## src/design/lacz_pkg.sv

```systemverilog
// ----------------------------------------------------------------------------
// lacz_pkg: shared types and constants for the lagged autocorrelation z-test
// Field widths, queue entry and control structs, back end state encoding.
// ----------------------------------------------------------------------------
`default_nettype none

package lacz_pkg;

    // field and register widths
    localparam int MAX_SAMPLES_DEF = 65536;
    localparam int START_W         = 10;
    localparam int LAG_W           = 7;
    localparam int PICK_W          = 10;
    localparam int SAMPLE_W        = 32;
    localparam int SUM_W           = 48;
    localparam int PAIR_W          = 16;
    localparam int Z_W             = 24;
    localparam int APB_AW          = 3;
    localparam int APB_DW          = 32;

    // back end arithmetic widths
    localparam int NUM_W       = 52;
    localparam int ROOT_STEPS  = 26;
    localparam int QUOT_W      = 24;
    localparam int MAG_W       = QUOT_W + 1;
    localparam int STEP_W      = 5;
    localparam int TRIPLE_W    = PAIR_W + 2;
    localparam int RADICAND_W  = PAIR_W + 4;

    // saturation limits and band thresholds on the Q16 magnitude
    localparam logic [MAG_W-1:0] MAG_OVER   = MAG_W'(1) << QUOT_W;
    localparam logic [MAG_W-1:0] LIMIT_NEG  = MAG_W'(1) << (Z_W - 1);
    localparam logic [MAG_W-1:0] LIMIT_POS  = LIMIT_NEG - MAG_W'(1);
    localparam int               BAND_LO    = (65536 + 99) / 100;
    localparam int               BAND_HI    = (49 * 65536) / 25;

    localparam logic [PAIR_W-1:0] PAIR_MAX = '1;

    // queue between front and back
    localparam int Q_DEPTH = 2;
    localparam int QPTR_W  = $clog2(Q_DEPTH);
    localparam int QCNT_W  = $clog2(Q_DEPTH + 1);

    // register map, selected by paddr[2]
    localparam logic REG_START = 1'b0;
    localparam logic REG_LAG   = 1'b1;

    typedef struct packed {
        logic [SUM_W-1:0]  sum;
        logic [PAIR_W-1:0] pairs;
    } seq_total_t;

    typedef struct packed {
        logic       push;
        seq_total_t data;
    } q_push_t;

    typedef struct packed {
        logic              empty;
        logic              full;
        logic [QCNT_W-1:0] count;
    } q_status_t;

    typedef enum logic [2:0] {
        BK_IDLE,
        BK_PREP,
        BK_SQRT,
        BK_DCHK,
        BK_DIV,
        BK_DONE
    } back_state_t;

endpackage

`default_nettype wire

```

## src/design/lacz_back.sv

```systemverilog
// ----------------------------------------------------------------------------
// lacz_back: z statistic from a sequence total
// Numerator, bit-serial square root, restoring division, saturation, band.
// ----------------------------------------------------------------------------
`default_nettype none

module lacz_back (
    input  wire logic                        clk,
    input  wire logic                        rst_n,
    input  wire lacz_pkg::q_status_t         q_status,
    input  wire lacz_pkg::seq_total_t        q_data,
    output logic                             q_pop,
    output logic                             result_valid,
    input  wire logic                        result_ready,
    output logic [lacz_pkg::Z_W-1:0]         z_score,
    output logic                             out_of_band,
    output logic [lacz_pkg::PAIR_W-1:0]      pair_count
);
    import lacz_pkg::*;

    back_state_t         state_reg;
    back_state_t         state_next;
    logic [SUM_W-1:0]    sum_reg;
    logic [SUM_W-1:0]    sum_next;
    logic [PAIR_W-1:0]   pairs_reg;
    logic [PAIR_W-1:0]   pairs_next;
    logic [NUM_W-1:0]    num_reg;
    logic [NUM_W-1:0]    num_next;
    logic                neg_reg;
    logic                neg_next;
    logic [NUM_W-1:0]    rad_reg;
    logic [NUM_W-1:0]    rad_next;
    logic [NUM_W-1:0]    root_reg;
    logic [NUM_W-1:0]    root_next;
    logic [NUM_W-1:0]    div_d_reg;
    logic [NUM_W-1:0]    div_d_next;
    logic [STEP_W-1:0]   step_reg;
    logic [STEP_W-1:0]   step_next;
    logic [QUOT_W-1:0]   quot_reg;
    logic [QUOT_W-1:0]   quot_next;
    logic                sat_reg;
    logic                sat_next;

    logic                res_valid_reg;
    logic                res_valid_next;
    logic [Z_W-1:0]      z_reg;
    logic [Z_W-1:0]      z_next;
    logic                band_reg;
    logic                band_next;
    logic [PAIR_W-1:0]   pc_reg;
    logic [PAIR_W-1:0]   pc_next;

    logic [NUM_W-1:0]      pos_part;
    logic [NUM_W-1:0]      neg_part;
    logic [TRIPLE_W-1:0]   triple;
    logic [RADICAND_W-1:0] radicand;
    logic [NUM_W-1:0]      bit_val;
    logic [NUM_W-1:0]      trial;
    logic [NUM_W-1:0]      den_top;
    logic [MAG_W-1:0]      mag_raw;
    logic [MAG_W-1:0]      limit;
    logic [MAG_W-1:0]      mag;
    logic [MAG_W-1:0]      mag_neg;
    logic                  slot_free;

    // 12*sum and 3*pairs in Q32
    assign pos_part = {1'b0, sum_reg, 3'b000} + {2'b00, sum_reg, 2'b00};
    assign triple   = {1'b0, pairs_reg, 1'b0} + {2'b00, pairs_reg};
    assign neg_part = {{(NUM_W - TRIPLE_W - 32){1'b0}}, triple, 32'h0};

    // 13*pairs - 6
    assign radicand = {1'b0, pairs_reg, 3'b000} + {2'b00, pairs_reg, 2'b00}
                    + {4'b0000, pairs_reg} - RADICAND_W'(6);

    // square root step: one result bit per cycle
    assign bit_val = NUM_W'(1) << {step_reg, 1'b0};
    assign trial   = root_reg + bit_val;

    // quotient overflow bound: divisor shifted by the quotient width
    assign den_top = {root_reg[NUM_W-QUOT_W-1:0], {QUOT_W{1'b0}}};

    // saturation and sign
    assign mag_raw = sat_reg ? MAG_OVER : {1'b0, quot_reg};
    assign limit   = neg_reg ? LIMIT_NEG : LIMIT_POS;
    assign mag     = (mag_raw > limit) ? limit : mag_raw;
    assign mag_neg = MAG_OVER - mag;

    assign slot_free = !res_valid_reg || result_ready;

    always_comb
    begin
        state_next     = state_reg;
        sum_next       = sum_reg;
        pairs_next     = pairs_reg;
        num_next       = num_reg;
        neg_next       = neg_reg;
        rad_next       = rad_reg;
        root_next      = root_reg;
        div_d_next     = div_d_reg;
        step_next      = step_reg;
        quot_next      = quot_reg;
        sat_next       = sat_reg;
        z_next         = z_reg;
        band_next      = band_reg;
        pc_next        = pc_reg;
        res_valid_next = res_valid_reg && !result_ready;
        q_pop          = 1'b0;
        case (state_reg)
            BK_IDLE:
            begin
                if (!q_status.empty)
                begin
                    q_pop      = 1'b1;
                    sum_next   = q_data.sum;
                    pairs_next = q_data.pairs;
                    state_next = BK_PREP;
                end
            end
            BK_PREP:
            begin
                quot_next = '0;
                sat_next  = 1'b0;
                if (pairs_reg == '0)
                begin
                    neg_next   = 1'b0;
                    state_next = BK_DONE;
                end
                else
                begin
                    neg_next   = (neg_part > pos_part);
                    num_next   = (neg_part > pos_part) ? (neg_part - pos_part)
                                                       : (pos_part - neg_part);
                    rad_next   = {radicand, 32'h0};
                    root_next  = '0;
                    step_next  = STEP_W'(ROOT_STEPS - 1);
                    state_next = BK_SQRT;
                end
            end
            BK_SQRT:
            begin
                if (rad_reg >= trial)
                begin
                    rad_next  = rad_reg - trial;
                    root_next = (root_reg >> 1) + bit_val;
                end
                else
                begin
                    root_next = root_reg >> 1;
                end
                step_next = step_reg - STEP_W'(1);
                if (step_reg == '0)
                begin
                    state_next = BK_DCHK;
                end
            end
            BK_DCHK:
            begin
                div_d_next = root_reg << (QUOT_W - 1);
                step_next  = STEP_W'(QUOT_W - 1);
                if (num_reg >= den_top)
                begin
                    sat_next   = 1'b1;
                    state_next = BK_DONE;
                end
                else
                begin
                    state_next = BK_DIV;
                end
            end
            BK_DIV:
            begin
                if (num_reg >= div_d_reg)
                begin
                    num_next  = num_reg - div_d_reg;
                    quot_next = {quot_reg[QUOT_W-2:0], 1'b1};
                end
                else
                begin
                    quot_next = {quot_reg[QUOT_W-2:0], 1'b0};
                end
                div_d_next = div_d_reg >> 1;
                step_next  = step_reg - STEP_W'(1);
                if (step_reg == '0)
                begin
                    state_next = BK_DONE;
                end
            end
            BK_DONE:
            begin
                if (slot_free)
                begin
                    res_valid_next = 1'b1;
                    z_next         = neg_reg ? mag_neg[Z_W-1:0] : mag[Z_W-1:0];
                    band_next      = (mag < MAG_W'(BAND_LO)) || (mag > MAG_W'(BAND_HI));
                    pc_next        = pairs_reg;
                    state_next     = BK_IDLE;
                end
            end
            default:
            begin
                state_next = BK_IDLE;
            end
        endcase
    end

    always_ff @(posedge clk or negedge rst_n)
    begin
        if (!rst_n)
        begin
            state_reg     <= BK_IDLE;
            res_valid_reg <= 1'b0;
            step_reg      <= '0;
        end
        else
        begin
            state_reg     <= state_next;
            res_valid_reg <= res_valid_next;
            step_reg      <= step_next;
        end
    end

    // datapath registers
    always_ff @(posedge clk)
    begin
        sum_reg   <= sum_next;
        pairs_reg <= pairs_next;
        num_reg   <= num_next;
        neg_reg   <= neg_next;
        rad_reg   <= rad_next;
        root_reg  <= root_next;
        div_d_reg <= div_d_next;
        quot_reg  <= quot_next;
        sat_reg   <= sat_next;
        z_reg     <= z_next;
        band_reg  <= band_next;
        pc_reg    <= pc_next;
    end

    assign result_valid = res_valid_reg;
    assign z_score      = z_reg;
    assign out_of_band  = band_reg;
    assign pair_count   = pc_reg;

endmodule

`default_nettype wire

```

## config.mk

```make
export PLATFORM = sky130hd
export DESIGN_NAME = lacz_back
export DESIGN_NICKNAME = d
export VERILOG_FILES = /design/src/design/lacz_pkg.sv /design/src/design/lacz_back.sv
export SDC_FILE = /design/constraint.sdc
export NUM_CORES = 1
export LEC_CHECK = 0
export ABC_AREA = 1
export BUFFER_PORTS_ARGS = -buffer_cell sky130_fd_sc_hd__clkbuf_2
export CAP_MARGIN = 30
export CORE_UTILIZATION = 25
export CTS_CLUSTER_SIZE = 12
export DETAILED_ROUTE_END_ITERATION = 12
export PLACE_DENSITY_LB_ADDON = 0.1
export SLEW_MARGIN = 20
export SYNTH_ARGS = -nofsm -noshare
export SYNTH_HDL_FRONTEND = slang
export SYNTH_SLANG_ARGS = --single-unit
```

## constraint.sdc

```tcl
create_clock -name clk -period 6.5 [get_ports clk]
set_clock_uncertainty 0.1 [all_clocks]
set_input_delay 0 -clock clk [delete_from_list [all_inputs] [get_ports clk]]
set_output_delay 0 -clock clk [all_outputs]
set_load 0.02 [all_outputs]
```

==> flow_summary.ini, run 1 <==
[run_status]
outcome = finished clean

[worst_hold_path]
hold_path_class = in -> reg
holdPathEnd = result_valid$_DFF_PN0_
min-delay-start = result_ready
hold_depth = 5

[grt]
grt_use_total_pct = 17.8
gr-total-overflow = 0
antenna_found_initial = 2
grt_max_degree = 76
grt_pass1_vias = 34700
grt_pass1_wl_mm = 204

[logic_synthesis]
synth.distinct_cells = 61
synth_top_area_share_pct = 28.2
yosysTopAreaCell = edfxtp_1
ys_ff_latch = 348
synthCells = 5292
ys_seq_area_share_pct = 28.8
syn_nets = 5740
synth_compound_area_share_pct = 15.4
synth_fa_ha_area_share_pct = 13.5
synth-simple-area-share_pct = 28.3
avgSynthCellArea_um2 = 6.83
synth_area_um2 = 36200
synthArstFlopShare_pct = 2.59
synth-edff-count = 339
yosysWarnings = 0
synthMuxAreaShare_pct = 0
ys.flop_type = edfxtp_1
synthXorXnorAreaFrac_pct = 4.50
synth_top_family_by_area = simple AND/OR/NAND/NOR gates
synth_area_leaders = edfxtp_1 28%, nand2_1 14%, ha_1 12%

[critical_path]
critical_path_buf_inv_count = 9
crit_top_cell = inv_1
worstPathRequired_ns = 6.76
cp-startpoint = step_reg[0]$_DFFE_PN0P_
crit_family = compound AO/OA/AOI/OAI gates
reg2reg_to = rad_reg[20]$_SDFFCE_PN0P_
worstReg2RegStart = step_reg[0]$_DFFE_PN0P_
ff2ff_path_depth = 32
worst-path-max-fanout = 52
slowest_delay_ns = 0.42
path_class = reg -> reg
arrival_ns = 6.22
end_kind = register
r2r_slack_ns = 0.54
cp_slowest_cell = dfrtp_1
setup.worst_path.start_class = register

[floorplan]
ios = 114
die_h_um = 382
start_util_pct = 25.2
die_x_um = 382
core-area_um2 = 143000
row_count = 139
dieArea_um2 = 146000

[place]
io_buffer_count = 110
hpwl_mm = 108
routabilityCongestion = 0.893
placed_area_um2 = 39100
dpl.cell_count = 7276

[sta]
slew_viol_final = 0
finalCritPeriodShare_pct = 91.7
period_minus_slack_ns = 5.96
tns_ns = 0
rsz0062_at_grt = false
max_slew.worst_pin.slew_ns = 0.912
hold_viol_final = 0
relSlewSlack_pct = 39.2
fmax_mhz = 168
finalSetupViolations = 0

[cells_and_area]
ff_latch_area_um2 = 10400
layout_common_cells = 1,356 x nand2_1, 812 x inv_1, 596 x nor2_1, 445 x a21oi_1, 357 x ha_1
drive_above_1_share_pct = 6.18
fin_util_pct = 29.4
nets = 6008
mostFrequentLayoutCell = nand2_1
post-route-cell-area_um2 = 42200
layout.cells.non_filler = 7504
fill_cells = 16000
area_growth_pct = 16.7
n_antenna_cell = 0
multi_input_area_um2 = 22400

[clock_network]
cts_tree = yes
htree_levels = 2
cts.sinks = 348
root_buffer = clkbuf_16
cts_buffers = 49
clock_latency_ns = 0.66
clk_pin_slew_ns = 0.06
cts_buffer_depth = 3

[detailed_routing]
routed_wirelength_mm = 131
viasPerCell = 4.63
drc = 0
wl_per_cell_um = 17.5
drt_iter0_drc = 1966
drtPass1Iterations = 5
dr_total_vias = 34700
postRouteAntennaNets = 0

[flow_run]
cap_violations = 0
[worst max-delay path by stage]
stage                                 to  cells past startpoint
2_1_floorplan   rad_reg[0]$_SDFFCE_PN0P_                      7
3_3_place_gp   root_reg[9]$_SDFFCE_PN0P_                     30
3_5_place_dp   root_reg[9]$_SDFFCE_PN0P_                     30
6_report       rad_reg[20]$_SDFFCE_PN0P_                     32
4_1_cts        root_reg[9]$_SDFFCE_PN0P_                     30
5_1_grt         rad_reg[0]$_SDFFCE_PN0P_                     32
[worst reg2reg max path: cells and delay by family, from the launching register on]
kind / cells / cell delay (ns)
AO/OA/AOI/OAI: 9 / 1.82
AND/OR/NAND/NOR: 10 / 1.34
flip-flops: 1 / 0.42
buffers and inverters: 9 / 0.89
adder cells (fa/ha/maj): 3 / 0.89
XOR/XNOR: 1 / 0.19
[routing by layer]
| metal | GRT usage (%) | share of wire [%] | vias to the layer above |
|---|---|---|---|
| li1 | - | - | 18000 |
| met1 | 25.3 | 50 | 15900 |
| met2 | 28.9 | 44 | 678 |
| met3 | 1.76 | 3.5 | 129 |
| met4 | 3.94 | 2.2 | 2 |
| met5 | 0 | 0.013 | - |
[layout make-up]
cell class                 count  share of cell area [%]
multi-input combinational   4036                    53.0
sequential                   348                    24.7
inverter                     837                    7.47
tap                         1903                    5.64
timing repair buffer         288                    5.38
clock buffer                  60                    3.10
clock inverter                32                   0.741
[cell families (layout without fill, tap and decap cells)]
| kind of cell | count (synthesis) | in the layout |
|---|---|---|
| AND/OR/NAND/NOR | 2465 | 2465 |
| AO/OA/AOI/OAI | 1010 | 1010 |
| buffers and inverters | 908 | 1217 |
| adder cells (fa/ha/maj) | 377 | 377 |
| flip-flops | 348 | 348 |
| XOR/XNOR | 184 | 184 |
[metrics by stage]
stage                     hold WS (ns)  worst slack [ns]
after CTS                        0.194             0.178
after floorplan                 -0.396            0.0731
after global routing             0.283            0.0119
after global placement          -0.173             0.276
final                            0.265             0.538
after detailed placement        -0.171             0.175
[repair_timing]
| item | CTS | global route |
|---|---|---|
| endpoints found under the hold margin | 92 | 0 |
| gates resized for setup | 0 | 12 |
| setup endpoints to repair | 0 | 105 |
| buffers inserted | 0 | 1 |
| hold buffers | 134 | 0 |
[cell usage after synthesis, drive strengths merged (43+ instances only)]
cell	number
o21ai	364
edfxtp	339
xor2	117
ha	357
nor2	619
nand3	265
nand4	59
clkbuf	43
nand2	1385
inv	832
a21oi	450
nor3	76
xnor2	67
Power of run 1 is not shown: default switching activity piles up to over one toggle a cycle in this logic, so the estimate is an artifact.
==> run 2: changes to the inputs <==
--- a/config.mk
+++ b/config.mk
@@ -5,7 +5,6 @@
 export SDC_FILE = /design/constraint.sdc
 export NUM_CORES = 1
 export LEC_CHECK = 0
-export ABC_AREA = 1
 export BUFFER_PORTS_ARGS = -buffer_cell sky130_fd_sc_hd__clkbuf_2
 export CAP_MARGIN = 30
 export CORE_UTILIZATION = 25
==> run 2 against run 1 <==
  * Area after synthesis down 13%
  * Register-to-register slack worse by 0.20 ns
  * Die area fell by 13%
  * Via count is 22% lower
  * Routed wire length down 22%
  * First-iteration DRC count fell by 21%
  * Cell area shrank 5.8%
  * Final cell count down 24%
  * Critical path depth down 3
  * Critical endpoint is now num_reg[3]$_DFFE_PP_
==> flow_summary.ini, run 2 <==
[clock_network]
root_buffer = clkbuf_16
clock_latency_ns = 0.65
cts_buffer_depth = 3
cts_tree = yes
cts.sinks = 348
clk_pin_slew_ns = 0.06
cts_buffers = 51
htree_levels = 2

[logic_synthesis]
yosysWarnings = 0
synth-edff-count = 339
ys.flop_type = edfxtp_1
yosysTopAreaCell = edfxtp_1
synth_area_leaders = edfxtp_1 32%, ha_1 14%, xnor2_1 5.1%
synth.most_common_cell = ha_1
ys_seq_area_share_pct = 33.1
synth_top_area_share_pct = 32.4
synth_common_cells = 357 x ha_1, 339 x edfxtp_1, 324 x nor2_1
avgSynthCellArea_um2 = 8.87
ys_ff_latch = 348
synth.distinct_cells = 91
synthCells = 3546
synth_area_um2 = 31400
synthArstFlopShare_pct = 2.59
syn_nets = 3994

[critical_path]
crit_top_cell = o21bai_1
worst-path-max-fanout = 12
end_kind = register
worstReg2RegStart = pairs_reg[1]$_DFFE_PP_
worstPathRequired_ns = 6.77
path_class = reg -> reg
r2r_slack_ns = 0.33
ff2ff_path_depth = 29
cp-startpoint = pairs_reg[1]$_DFFE_PP_
cp_slowest_cell = edfxtp_1
reg2reg_to = num_reg[3]$_DFFE_PP_
slowest_delay_ns = 0.52
setup.worst_path.start_class = register
arrival_ns = 6.44

[worst_hold_path]
min-delay-start = q_data[1]
holdPathEnd = pairs_reg[1]$_DFFE_PP_
hold_path_class = in -> reg
hold_depth = 2

[detailed_routing]
dr_total_vias = 27100
drtPass1Iterations = 5
drt_iter0_drc = 1562
postRouteAntennaNets = 0
drc = 0
routed_wirelength_mm = 103
viasPerCell = 4.78
wl_per_cell_um = 18.1

[place]
routabilityCongestion = 0.851
hpwl_mm = 79.6
placed_area_um2 = 35800
io_buffer_count = 110
dpl.cell_count = 5430

[cells_and_area]
post-route-cell-area_um2 = 39800
layout_common_cells = 340 x ha_1, 339 x edfxtp_1, 313 x nor2_1, 278 x nand2_1, 267 x buf_4
drive_above_1_share_pct = 15.7
area_growth_pct = 26.5
mostFrequentLayoutCell = ha_1
layout.cells.non_filler = 5677
nets = 4448

[flow_run]
cap_violations = 0

[sta]
period_minus_slack_ns = 6.17
max_slew.worst_pin.slew_ns = 0.839
hold_ws_ns = 0.0475
finalSetupViolations = 0
slew_viol_final = 0
tns_ns = 0
fmax_mhz = 162
relSlewSlack_pct = 44.1
finalCritPeriodShare_pct = 94.9
hold_viol_final = 0

[grt]
gr-total-overflow = 0
grt_use_total_pct = 15.7
grt_pass1_wl_mm = 157
grt_pass1_vias = 26500
antenna_found_initial = 6
grt_max_degree = 81

[floorplan]
start_util_pct = 25.3
row_count = 129
ios = 114
dieArea_um2 = 127000
die_x_um = 357
core-area_um2 = 124000
die_h_um = 357

[run_status]
outcome = finished clean
[run 2: changes by cell type in the layout (fill, tap and decap cells not counted), moves of 129 or more]
cell / before / now
nand3_1: 256 / 58
o21ai_0: 346 / 217
nand2_1: 1356 / 278
inv_1: 812 / 238
a21oi_1: 445 / 266
nor2_1: 596 / 313
buf_4: 40 / 267
[run 2: worst max-delay path by stage]
stage	to	slack, ns	cells past startpoint
after floorplan	rad_reg[0]$_SDFFCE_PN0P_	0.02	29
after global placement	num_reg[49]$_DFFE_PP_	-0.13	24
after detailed placement	num_reg[49]$_DFFE_PP_	-0.10	24
after CTS	num_reg[49]$_DFFE_PP_	0.008	24
after global routing	rad_reg[49]$_DFFE_PP_	-0.07	33
final	num_reg[3]$_DFFE_PP_	0.33	29
[run 2: routing by layer]
metal	up-vias	GRT usage, %	wire, µm
met5	-	0	0
met4	0	3.58	2080
met3	106	1.98	3560
met2	398	23.7	43500
met1	12800	23.5	53600
li1	13900	-	-
[run 2: logic make-up after synthesis]
group | share of synthesized area (%)
AOI/OAI and AO/OA | 21.6
xor gates and xnor gates | 8.16
adders and majority gates | 15.5
buffers and inverters | 4.49
DFF | 33.1
muxes | 0.979
and+or+nand+nor | 16.2
[run 2: repair_timing]
action,in CTS,in global routing
endpoints found under the hold margin,88,0
cloned,0,5
endpoints found under the setup margin,61,166
pin swaps,0,53
setup buffers,0,21
hold buffers,130,0
gates resized for setup,5,138
[run 2: stage by stage]
step / utilization [%] / setup slack, ns
2_1_floorplan: - / 0.0162
3_3_place_gp: 28.8 / -0.126
3_5_place_dp: 28.8 / -0.105
5_1_grt: 32.0 / -0.0738
4_1_cts: 31.2 / 0.00841
6_report: 32.0 / 0.334
[run 2: area by class of cell]
type | instances | area [µm²]
diodes | 1 | 2.50
clock buffers | 58 | 1300
clock inverters | 34 | 390
fillers | 13200 | 84500
inverters | 242 | 911
multi-input cells | 2829 | 20500
flip-flops and latches | 348 | 10400
well taps | 1637 | 2050
repair buffers | 528 | 4250
[run 2: critical path: cells and delay by family (launching register included)]
kind	cells	cell delay (ns)
fa+ha+maj	3	1.04
compound gates	18	2.98
simple gates	2	0.28
xor+xnor	2	0.27
flops	1	0.52
buf+inv	4	0.70
Power of run 2 is left out for the same reason.
